`config.mk`:
```
export PLATFORM = sky130hd
export DESIGN_NAME = pcbt_ram
export DESIGN_NICKNAME = d
export VERILOG_FILES = /design/src/sv/pcbt_ram.sv
export SDC_FILE = /design/constraint.sdc
export NUM_CORES = 1
export LEC_CHECK = 0
export BUFFER_PORTS_ARGS = -buffer_cell sky130_fd_sc_hd__buf_4
export CORE_MARGIN = 1
export CORE_UTILIZATION = 60
export CTS_CLUSTER_SIZE = 10
export DETAILED_ROUTE_END_ITERATION = 16
export GPL_TIMING_DRIVEN = 0
export PLACE_DENSITY = 0.78
export SLEW_MARGIN = 15
export SYNTH_ARGS = -nofsm -noshare
export SYNTH_HDL_FRONTEND = slang
export SYNTH_SLANG_ARGS = --single-unit
```
`constraint.sdc`:
```
create_clock -name clk -period 1.8 [get_ports clk]
set_input_delay 0.09 -clock clk [delete_from_list [all_inputs] [get_ports clk]]
set_output_delay 0.09 -clock clk [all_outputs]
set_load 0.05 [all_outputs]
```
`src/sv/pcbt_ram.sv`:
```
// generic single-write, single-read ram with registered read data
module pcbt_ram #(
  parameter int WIDTH = 8,
  parameter int DEPTH = 16,
  localparam int AW = $clog2(DEPTH)
) (
  input  logic             clk,
  input  logic             we,
  input  logic [AW-1:0]    waddr,
  input  logic [WIDTH-1:0] wdata,
  input  logic [AW-1:0]    raddr,
  output logic [WIDTH-1:0] rd_data_r
);

  logic [WIDTH-1:0] mem_r [DEPTH];

  always_ff @(posedge clk) begin
    if (we) begin
      mem_r[waddr] <= wdata;
    end
    rd_data_r <= mem_r[raddr];
  end

endmodule

```
# After elaboration in Yosys (flattened, before gate mapping)
# Memory sizes are Yosys's and may differ from the RTL's. A register that Yosys moved wholly into a read port is not among the register bits.
# Cells that the tools add are included.
# word_totals
memories,1
elab_cells,3
ram_bits,128
input_bits,18
out_inout_bits,8
ff_bits,0
# op_classes
n_mux,2
# mem_list
name,depth,width,read_ports,rd_clocked_by_memory_dff,wr,line,rtl
mem_r,16,8,1,1,1,15,logic [WIDTH-1:0] mem_r [DEPTH];
# op_table
operator,n
1-bit two-way mux,2

# Depth between registers and ports, before layout
# Gate-level depths: netlist of the first run.
# logic_depth
word_depth,2
depth_mapped,5
depth_no_buf,3

# Least setup slack after synthesis of the first run
# Ideal clock, no wire load.
# synth_path
path_kind,input-to-reg
from,input waddr[2]
to,memory mem_r[0][0] (enable)
slack_ns,0.217
required_time_ns,1.417
path_buffers,0
path_stages,2
t_arrival_ns,1.200
setup_time_ns,0.383
cell_sequence,or3b_2 > nor3_1
# synth_rtl
item,line,rtl
start: declaration,9,"input logic [AW-1:0] waddr,"
end: declaration,15,
# No word-level cell before the write port.

==> results of run 1 <==
logic make-up after synthesis:
logic type             count (synthesis)  share of synthesized area
AO/OA/AOI/OAI                         16                     0.0233
buffers and inverters                 10                     0.0168
flip-flops                           136                      0.778
multiplexers                          32                      0.150
AND/OR/NAND/NOR                       35                     0.0318
power groups by stage:
stage,clock network [mW],registers (mW),logic [mW]
global route,3.28,3.57,0.478
finish,3.14,3.56,0.449
CTS,3.18,3.56,0.448
detailed placement,0,3.62,0.427
global placement,0,3.62,0.416
floorplan,0,3.70,0.180
timing repair:
action	CTS	global route
resized for setup	0	0
setup buffers	0	0
hold endpoints to repair	129	0
hold buffers	9	0
synthesized netlist by cell type (all sizes together):
cell,instances
nand2b,2
or3b,1
edfxtp,128
and2,1
a22oi,16
nor2b,1
clkdlybuf4s25,3
nand3b,2
nor3,4
and2b,1
buf,7
nand3,1
mux4,32
nand2,9
dfxtp,8
nor2,13
path summary, 6_finish.rpt:
kind	from	endpoint	slack [ns]
setup / recovery	raddr[1]	rd_data_r[5]$_DFF_P_	0.38
hold / removal	waddr[0]	mem_r[4][3]$_DFFE_PP_	0.04
setup reg to reg	mem_r[4][3]$_DFFE_PP_	rd_data_r[3]$_DFF_P_	0.39
hold reg to reg	mem_r[11][3]$_DFFE_PP_	rd_data_r[3]$_DFF_P_	0.69
cell usage in the layout, fill, tap and decap left out, types with 4 or more instances in the layout:
| cell type | netlist | layout |
|---|---|---|
| nor2_1 | 13 | 13 |
| mux4_2 | 18 | 18 |
| clkinvlp_4 | 0 | 5 |
| clkinv_2 | 0 | 4 |
| dlygate4sd3_1 | 0 | 9 |
| nor3_2 | 0 | 4 |
| mux4_1 | 14 | 14 |
| a22oi_1 | 16 | 16 |
| buf_4 | 1 | 25 |
| edfxtp_1 | 128 | 128 |
| nand2_1 | 9 | 9 |
| dfxtp_1 | 8 | 8 |
| clkbuf_16 | 0 | 16 |
sequential cells by signal, indices dropped and copies added (netlist names):
| name | count |
|---|---|
| mem_r | 128 |
| rd_data_r | 8 |
final cells by class:
cell class / count / area [um2]
clock inverters: 13 / 104
flip-flops and latches: 136 / 4000
plain buffers: 10 / 86.3
multi-input cells: 83 / 1080
repair buffers: 33 / 270
fillers: 461 / 2140
clock buffers: 19 / 442
well taps: 105 / 131
metal layers:
layer  global-route usage  wire (um)  share of wire  vias to the layer above
li1                     -          -              -                     1079
met1                0.367       3870           0.39                     1272
met2                0.367       5040           0.51                      155
met3               0.0572        874          0.088                       19
met4                0.112        194          0.019                        0
met5                    0          0              0                        -
metrics by stage:
step	instance area (um2)	setup TNS, ns	std cells	power (mW)
finish	6110	0	399	7.15
global route	6110	0	399	7.32
CTS	6100	0	399	7.18
detailed placement	5460	-0.829	358	4.05
global placement	5460	-2.95	358	4.03
floorplan	5150	0	229	3.88
==> results.txt, run 1 <==
slowest cell on the critical path -> dlygate4sd3_1
initial antenna violation count -> 0
Worst Hold Path Cells -> 2
vias in the first global route -> 2460
Netlist cell types -> 19
Power Density -> 1170 nW/um2
Reg power frac -> 0.498
status -> complete, no violations
hold_ws -> 0.0432 ns
fraction of layout cells with a size suffix above 1 -> 0.296
register bit total from synthesis -> 136
Mapped Nets -> 247
worst reg2reg path depth -> 3
GR Overflow Total -> 0
DRC Markers -> 0
number of max-cap violations -> 0
placed wire-length estimate -> 5850 um
clk buf depth -> 2
sequential fraction of the synthesis area -> 0.778
Post-Syn Area per Cell -> 22.5 um2
top cells by area, synth -> edfxtp_1 75%, mux4_2 7.9%, mux4_1 7.1%
PortBufs -> 24
period utilization -> 0.789
Clock power frac -> 0.439
Via density -> 6.33
min setup slack post-route -> 0.379 ns
WL/cell -> 25.0 um
number of diodes -> 0
fin crit period -> 1.42 ns
Switching Share -> 0.216
clk_skew -> 0.00581 ns
final setup vio count -> 0
Critical path buffers and inverters -> 3
Final Wtd Congestion -> 0.725
DRT antenna net count -> 0
Synth warnings -> 0
Peak Freq -> 704 MHz
CP endpoint kind -> flop
nets -> 299
Max H-tree Level -> 4
routed wire length -> 9980 um
Chip Height -> 94.6 um
die area -> 8950 um2
drt first pass iters -> 5
total net switching power -> 1.54 mW
vias post-DR -> 2525
# IOs -> 26
Comb power frac -> 0.063
max-slew violation count -> 0
CP max stage delay -> 0.55 ns
core region area -> 8260 um2
Data arrival, critical path -> 1.81 ns
Max VDD drop -> 0.760 mV
Crit path max-delay family -> buffers and inverters
CTS tree -> built
Syn Std Cell Area -> 5150 um2
Critical Path Start Type -> input pin
crit-path cells -> dlygate4sd3_1 -> buf_4 -> buf_2 -> mux4_2 -> a22oi_1 -> nand2_1
Clock transition at path regs -> 0.06 ns
die width -> 94.6 um
Required @ worst endpoint -> 2.19 ns
DR iter-0 viols -> 285
worst-margin pin slew -> 0.816 ns
Starting Density -> 0.623
clk sinks -> 136
Lkg Pwr -> 2.06 nW
crit-path max FO -> 10
CTS Root Cell -> clkbuf_8
first-pass GRT wire length -> 14800 um
GRT Resource Usage Total -> 0.250
Worst slew margin -> 0.453
cells after synthesis -> 229
Final Hold Violating Endpoints -> 0
Crit Path Category -> input pin to flop
Setup WS pre-CTS -> -0.104 ns
Area growth syn-to-layout -> 18.8%
CP Depth -> 6
Pint -> 5.60 mW
worst skew pair latency -> 0.51 ns
# rows -> 33
RSZ-0062 raised after global routing -> false
top cell type's share of synthesized area -> 0.747
Synth area leader -> edfxtp_1
largest net degree at the start of global routing -> 17
cts bufs inserted -> 17
Final Util -> 0.740
Worst Hold Class -> input pin to flop
(Power assumes the default switching activity.)
==> inputs of run 2 (changes only) <==
Settings changed: ABC_AREA from default to 1, CORE_UTILIZATION 60 to 55, PLACE_DENSITY 0.78 to 0.75.
Clock period 1.8 ns to 1.2 ns, I/O delays scaled along.
==> results.txt, run 2 <==
Synth top cells by count -> 173 x nand2_1, 128 x edfxtp_1, 100 x inv_1 (was 128 x edfxtp_1, 18 x mux4_2, 16 x a22oi_1)
largest registers -> mem_r: 128 flops, rd_data_r: 8 flops (unchanged)
initial antenna violation count -> 0 (unchanged)
Crit Path Category -> input pin to flop (unchanged)
GR Overflow Total -> 0 (unchanged)
nets -> 620 (was 299)
Final Util -> 0.661 (was 0.740)
Final Instance Count excl. Fillers -> 751 (was 399)
Reg power frac -> 0.480 (was 0.498)
Mapped Nets -> 569 (was 247)
CTS tree -> built (unchanged)
PortBufs -> 22 (was 24)
DRC Markers -> 0 (unchanged)
Via density -> 5.43 (was 6.33)
Pint -> 8.57 mW (was 5.60 mW)
WL/cell -> 18.4 um (was 25.0 um)
hold_ws -> 0.0243 ns (was 0.0432 ns)
Critical Path Start Type -> input pin (unchanged)
die width -> 104 um (was 94.6 um)
vias in the first global route -> 3912 (was 2460)
Clock transition at path regs -> 0.06 ns (about the same)
Synth warnings -> 0 (unchanged)
cells after synthesis -> 551 (was 229)
clk sinks -> 136 (unchanged)
ys async rst share -> 0 (unchanged)
top cells by area, synth -> edfxtp_1 67%, nand2_1 11%, nand3_1 8.4% (was edfxtp_1 75%, mux4_2 7.9%, mux4_1 7.1%)
Chip Height -> 104 um (was 94.6 um)
Final Wtd Congestion -> 0.913 (was 0.725)
fin crit period -> 1.16 ns
DRT antenna net count -> 0 (unchanged)
Synth area leader -> edfxtp_1 (unchanged)
Area growth syn-to-layout -> 17.3% (was 18.8%)
core region area -> 10200 um2 (was 8260 um2)
routed wire length -> 13800 um (was 9980 um)
min setup slack post-route -> 0.0354 ns (was 0.379 ns)
Netlist cell types -> 12 (was 19)
# rows -> 37 (was 33)
CTS Root Cell -> clkbuf_8 (unchanged)
Syn Std Cell Area -> 5770 um2 (was 5150 um2)
Worst R2R Start -> mem_r[0][6]$_DFFE_PP_ (was mem_r[4][3]$_DFFE_PP_)
placed wire-length estimate -> 8460 um (was 5850 um)
DR iter-0 viols -> 542 (was 285)
total net switching power -> 2.57 mW (was 1.54 mW)
Power Density -> 1650 nW/um2 (was 1170 nW/um2)
sequential fraction of the synthesis area -> 0.694 (was 0.778)
commonest non-fill, non-tap cell in the layout -> nand2_1 (was edfxtp_1)
worst-margin pin slew -> 0.919 ns (was 0.816 ns)
Switching Share -> 0.230 (was 0.216)
vias post-DR -> 4079 (was 2525)
number of max-cap violations -> 0 (unchanged)
Worst Hold Class -> input pin to flop (unchanged)
crit path from -> raddr[2] (was raddr[1])
Lkg Pwr -> 2.94 nW (was 2.06 nW)
most frequent cells in the layout -> 173 x nand2_1, 128 x edfxtp_1, 100 x inv_1 (was 128 x edfxtp_1, 25 x buf_4, 18 x mux4_2)
clk buf depth -> 2 (unchanged)
Required @ worst endpoint -> 1.62 ns (was 2.19 ns)
die area -> 10900 um2 (was 8950 um2)
drt first pass iters -> 5 (unchanged)
FILL cells -> 734 (was 461)
status -> complete, no violations (unchanged)
hold path start -> raddr[1] (was waddr[0])
post-placement cell count -> 709 (was 358)
number of diodes -> 0 (unchanged)
crit-path max FO -> 10 (unchanged)
Max H-tree Level -> 4 (unchanged)
# IOs -> 26 (unchanged)
max-slew violation count -> 0 (unchanged)
CTS resizes -> 0 (unchanged)
Setup WS pre-CTS -> -0.358 ns (was -0.104 ns)
worst skew pair latency -> 0.53 ns (was 0.51 ns)
final setup vio count -> 0 (unchanged)
Max VDD drop -> 1.19 mV (was 0.760 mV)
period utilization -> 0.971
largest net degree at the start of global routing -> 17 (unchanged)
register bit total from synthesis -> 136 (unchanged)
Peak Freq -> 859 MHz
number of synthesized flops with an enable pin -> 128 (unchanged)
ys flop type -> edfxtp_1 (unchanged)
clk_skew -> 0.00652 ns (was 0.00581 ns)
cts bufs inserted -> 17 (unchanged)
first-pass GRT wire length -> 20900 um (was 14800 um)
GRT Resource Usage Total -> 0.267 (was 0.250)
Starting Density -> 0.564 (was 0.623)
most common cell in the netlist -> nand2_1 (was edfxtp_1)
total power -> 11.1 mW (was 7.15 mW)
top cell type's share of synthesized area -> 0.667 (was 0.747)
Comb power frac -> 0.077 (was 0.063)
r2r setup slk -> 0.13 ns (was 0.39 ns)
CP endpoint kind -> flop (unchanged)
RSZ-0062 raised after global routing -> false (unchanged)
Final Hold Violating Endpoints -> 0 (unchanged)
Top reg by flops -> mem_r (unchanged)
Clock power frac -> 0.443 (was 0.439)
Data arrival, critical path -> 1.58 ns (was 1.81 ns)
Largest register FFs -> 128 (unchanged)
fraction of layout cells with a size suffix above 1 -> 0.125 (was 0.296)
Post-Syn Area per Cell -> 10.5 um2 (was 22.5 um2)
Worst slew margin -> 0.385 (was 0.453)
Post CTS Setup Buffer Count -> 0 (unchanged)
## run 2: changes by cell type in the layout (fill, tap and decap cells not counted), sizes merged, moves of 2 or more
cell / delta
nand2: +164
nand2b: -2
nand3: +96
inv: +101
a22oi: -16
buf: +15
clkdlybuf4s25: -3
nor2: +4
nor3: -4
clkinvlp: -2
mux4: -32
## run 2: kinds of logic after synthesis
family        share of synthesized area
buf+inv                          0.0952
flops                             0.694
simple gates                      0.210
## run 2: layer usage
metal,up-vias,GRT usage,part of all wire
li1,1874,-,-
met1,1881,0.360,0.40
met2,283,0.406,0.46
met3,41,0.0545,0.11
met4,0,0.154,0.036
met5,-,0,0
## run 2: metrics by stage
| step | area (um2) | setup TNS (ns) |
|---|---|---|
| final | 6770 | 0 |
| after CTS | 6770 | 0 |
| after detailed placement | 6100 | -27.35 |
| after floorplan | 5770 | 0 |
| after global routing | 6770 | 0 |
| after global placement | 6100 | -23.03 |
## run 2: timing repair
item,CTS,global route
hold endpoints to repair,135,0
hold buffers,10,0
endpoints found under the setup margin,0,0
## run 2: worst paths after layout
path | to | cells after the start
max | rd_data_r[6]$_DFF_P_ | 7
min | rd_data_r[0]$_DFF_P_ | 5
max reg2reg | rd_data_r[6]$_DFF_P_ | 6
min reg2reg | rd_data_r[2]$_DFF_P_ | 6
## run 2: layout make-up
type,count,area [um2],area share
Clock inverter,12,129,0.0190
Multi-Input combinational cell,289,1210,0.179
Tap cell,136,170,0.0251
Sequential cell,136,4000,0.592
Timing Repair Buffer,32,265,0.0392
Inverter,102,383,0.0566
Clock buffer,20,435,0.0643
Buffer,24,166,0.0246
## run 2: power by group through the flow
stage	clock network [mW]	registers (mW)	logic, mW
floorplan	0	5.54	0.375
global placement	0	5.43	0.790
detailed placement	0	5.44	0.803
CTS	4.91	5.34	0.845
global route	5.10	5.35	0.908
finish	4.94	5.34	0.860
## run 2: worst max-delay path: stages
cell and delay, ns:
dlygate4sd3_1 0.54, buf_2 0.18, inv_1 0.23, buf_4 0.23
nand3_1 0.15, nand3_1 0.11, nand2_1 0.08
==> inputs of run 3 (changes only) <==
==> constraint.sdc (replaced) <==
create_clock -name clk -period 1.2 [get_ports clk]
set_input_delay 0.12 -clock clk [delete_from_list [all_inputs] [get_ports clk]]
set_output_delay 0.12 -clock clk [all_outputs]
set_load 0.05 [all_outputs]
==> results.txt, run 3 (synthesized netlist as in run 2, its figures left out) <==
status -> complete, no violations (unchanged)
Starting Density -> 0.564 (unchanged)
crit-path max FO -> 1 (was 10)
die width -> 104 um (unchanged)
DR iter-0 viols -> 447 (was 542)
cts bufs inserted -> 17 (unchanged)
largest net degree at the start of global routing -> 17 (unchanged)
Final Hold Violating Endpoints -> 0 (unchanged)
Peak Freq -> 862 MHz (was 859 MHz)
# IOs -> 26 (unchanged)
RSZ-0062 raised after global routing -> false (unchanged)
Max VDD drop -> 1.20 mV (was 1.19 mV)
final setup vio count -> 0 (unchanged)
GRT Resource Usage Total -> 0.267 (about the same)
Required @ worst endpoint -> 1.08 ns (was 1.62 ns)
Worst Hold Class -> input pin to flop (unchanged)
core region area -> 10200 um2 (unchanged)
# rows -> 37 (unchanged)
CP endpoint kind -> output port (was flop)
fraction of layout cells with a size suffix above 1 -> 0.126 (was 0.125)
placed wire-length estimate -> 8460 um (unchanged)
period utilization -> 0.967 (was 0.971)
crit-path cells -> buf_4 (was dlygate4sd3_1 -> buf_2 -> inv_1 -> buf_4 -> nand3_1 -> nand3_1 -> nand2_1)
max-slew violation count -> 0 (unchanged)
Chip Height -> 104 um (unchanged)
CTS resizes -> 0 (unchanged)
Worst slew margin -> 0.400 (was 0.385)
Area growth syn-to-layout -> 17.0% (was 17.3%)
WL/cell -> 18.3 um (was 18.4 um)
DRT antenna net count -> 0 (unchanged)
Critical path buffers and inverters -> 1 (was 4)
CP max stage delay -> 0.32 ns (was 0.54 ns)
Crit path max-delay family -> flip-flops (was buffers and inverters)
clk sinks -> 136 (unchanged)
DRC Markers -> 0 (unchanged)
min setup slack post-route -> 0.0395 ns (was 0.0354 ns)
first-pass GRT wire length -> 20900 um (about the same)
Via density -> 5.41 (was 5.43)
FILL cells -> 735 (was 734)
CTS tree -> built (unchanged)
cts hold-fix bufs -> 8 (was 10)
most frequent cells in the layout -> 173 x nand2_1, 128 x edfxtp_1, 100 x inv_1 (unchanged)
vias in the first global route -> 3907 (was 3912)
Reg area -> 4000 um2 (unchanged)
number of diodes -> 0 (unchanged)
Setup WS pre-CTS -> -0.418 ns (was -0.358 ns)
PortBufs -> 22 (unchanged)
slowest cell on the critical path -> dfxtp_1 (was dlygate4sd3_1)
Clock transition at path regs -> 0.06 ns (about the same)
Top reg by flops -> mem_r (unchanged)
commonest non-fill, non-tap cell in the layout -> nand2_1 (unchanged)
Critical Path Start Type -> flop (was input pin)
Data arrival, critical path -> 1.04 ns (was 1.58 ns)
Lkg Pwr -> 2.93 nW (was 2.94 nW)
GR Overflow Total -> 0 (unchanged)
clk buf depth -> 2 (unchanged)
worst skew pair latency -> 0.53 ns (about the same)
die area -> 10900 um2 (unchanged)
clk_skew -> 0.00593 ns (was 0.00652 ns)
Largest register FFs -> 128 (unchanged)
Max H-tree Level -> 4 (unchanged)
routed wire length -> 13700 um (was 13800 um)
nets -> 618 (was 620)
drt first pass iters -> 8 (was 5)
number of max-cap violations -> 0 (unchanged)
initial antenna violation count -> 0 (unchanged)
hold_ws -> 0.0250 ns (was 0.0243 ns)
Post CTS Setup Buffer Count -> 0 (unchanged)
Final Wtd Congestion -> 0.913 (unchanged)
Power Density -> 1650 nW/um2 (about the same)
vias post-DR -> 4053 (was 4079)
CTS Root Cell -> clkbuf_8 (unchanged)
Crit Path Category -> flop to output port (was input pin to flop)
total power -> 11.1 mW (about the same)
worst-margin pin slew -> 0.897 ns (was 0.919 ns)
fin crit period -> 1.16 ns (about the same)
largest registers -> mem_r: 128 flops, rd_data_r: 8 flops (unchanged)
multi-input logic area -> 1210 um2 (unchanged)
run 3: changes by cell type in the layout (fill, tap and decap cells not counted), sizes merged:
cell,delta
dlygate4sd3,-2
run 3: report_power, final:
group          internal [mW]  switching (mW)  total, mW
Sequential              5.31          0.0294       5.34
Combinational          0.253           0.601      0.854
Clock                   3.00            1.91       4.91
run 3: area by class of cell:
cell class / instances / share of cell area
Tap cell: 136 / 0.0252
Buffer: 24 / 0.0247
Clock inverter: 12 / 0.0191
Multi-Input combinational cell: 289 / 0.180
Timing Repair Buffer: 30 / 0.0364
Sequential cell: 136 / 0.593
Inverter: 102 / 0.0568
Clock buffer: 20 / 0.0645
run 3: final timing paths:
path | depth (start not counted) | end | slack [ns] | start
worst max-delay path | 1 | rd_data_r[0] | 0.04 | rd_data_r[0]$_DFF_P_
worst min-delay path | 4 | rd_data_r[0]$_DFF_P_ | 0.02 | raddr[2]
worst max register to register | 6 | rd_data_r[5]$_DFF_P_ | 0.14 | mem_r[10][5]$_DFFE_PP_
worst min register to register | 6 | rd_data_r[1]$_DFF_P_ | 0.72 | mem_r[12][1]$_DFFE_PP_
run 3: per-layer routing:
metal	up-vias	global-route usage	share of wire
met4	0	0.154	0.040
li1	1870	-	-
met2	276	0.405	0.46
met1	1869	0.360	0.40
met3	38	0.0545	0.10
met5	-	0	0
run 3: worst reg2reg max path, stage by stage (launching register included):
cell and delay [ns]:
edfxtp_1 0.37, inv_1 0.08, nand2_1 0.07, nand3_1 0.10
nand3_1 0.08, nand3_1 0.16, nand2_1 0.09
run 3: metrics by stage:
step           setup TNS, ns  instance area (um2)  instances   util
4_1_cts                    0                 6750        749  0.659
6_report                   0                 6750        749  0.659
3_5_place_dp          -35.35                 6100        709  0.596
3_3_place_gp          -31.00                 6100        709  0.596
5_1_grt                    0                 6750        749  0.659
2_1_floorplan              0                 5770        551      -
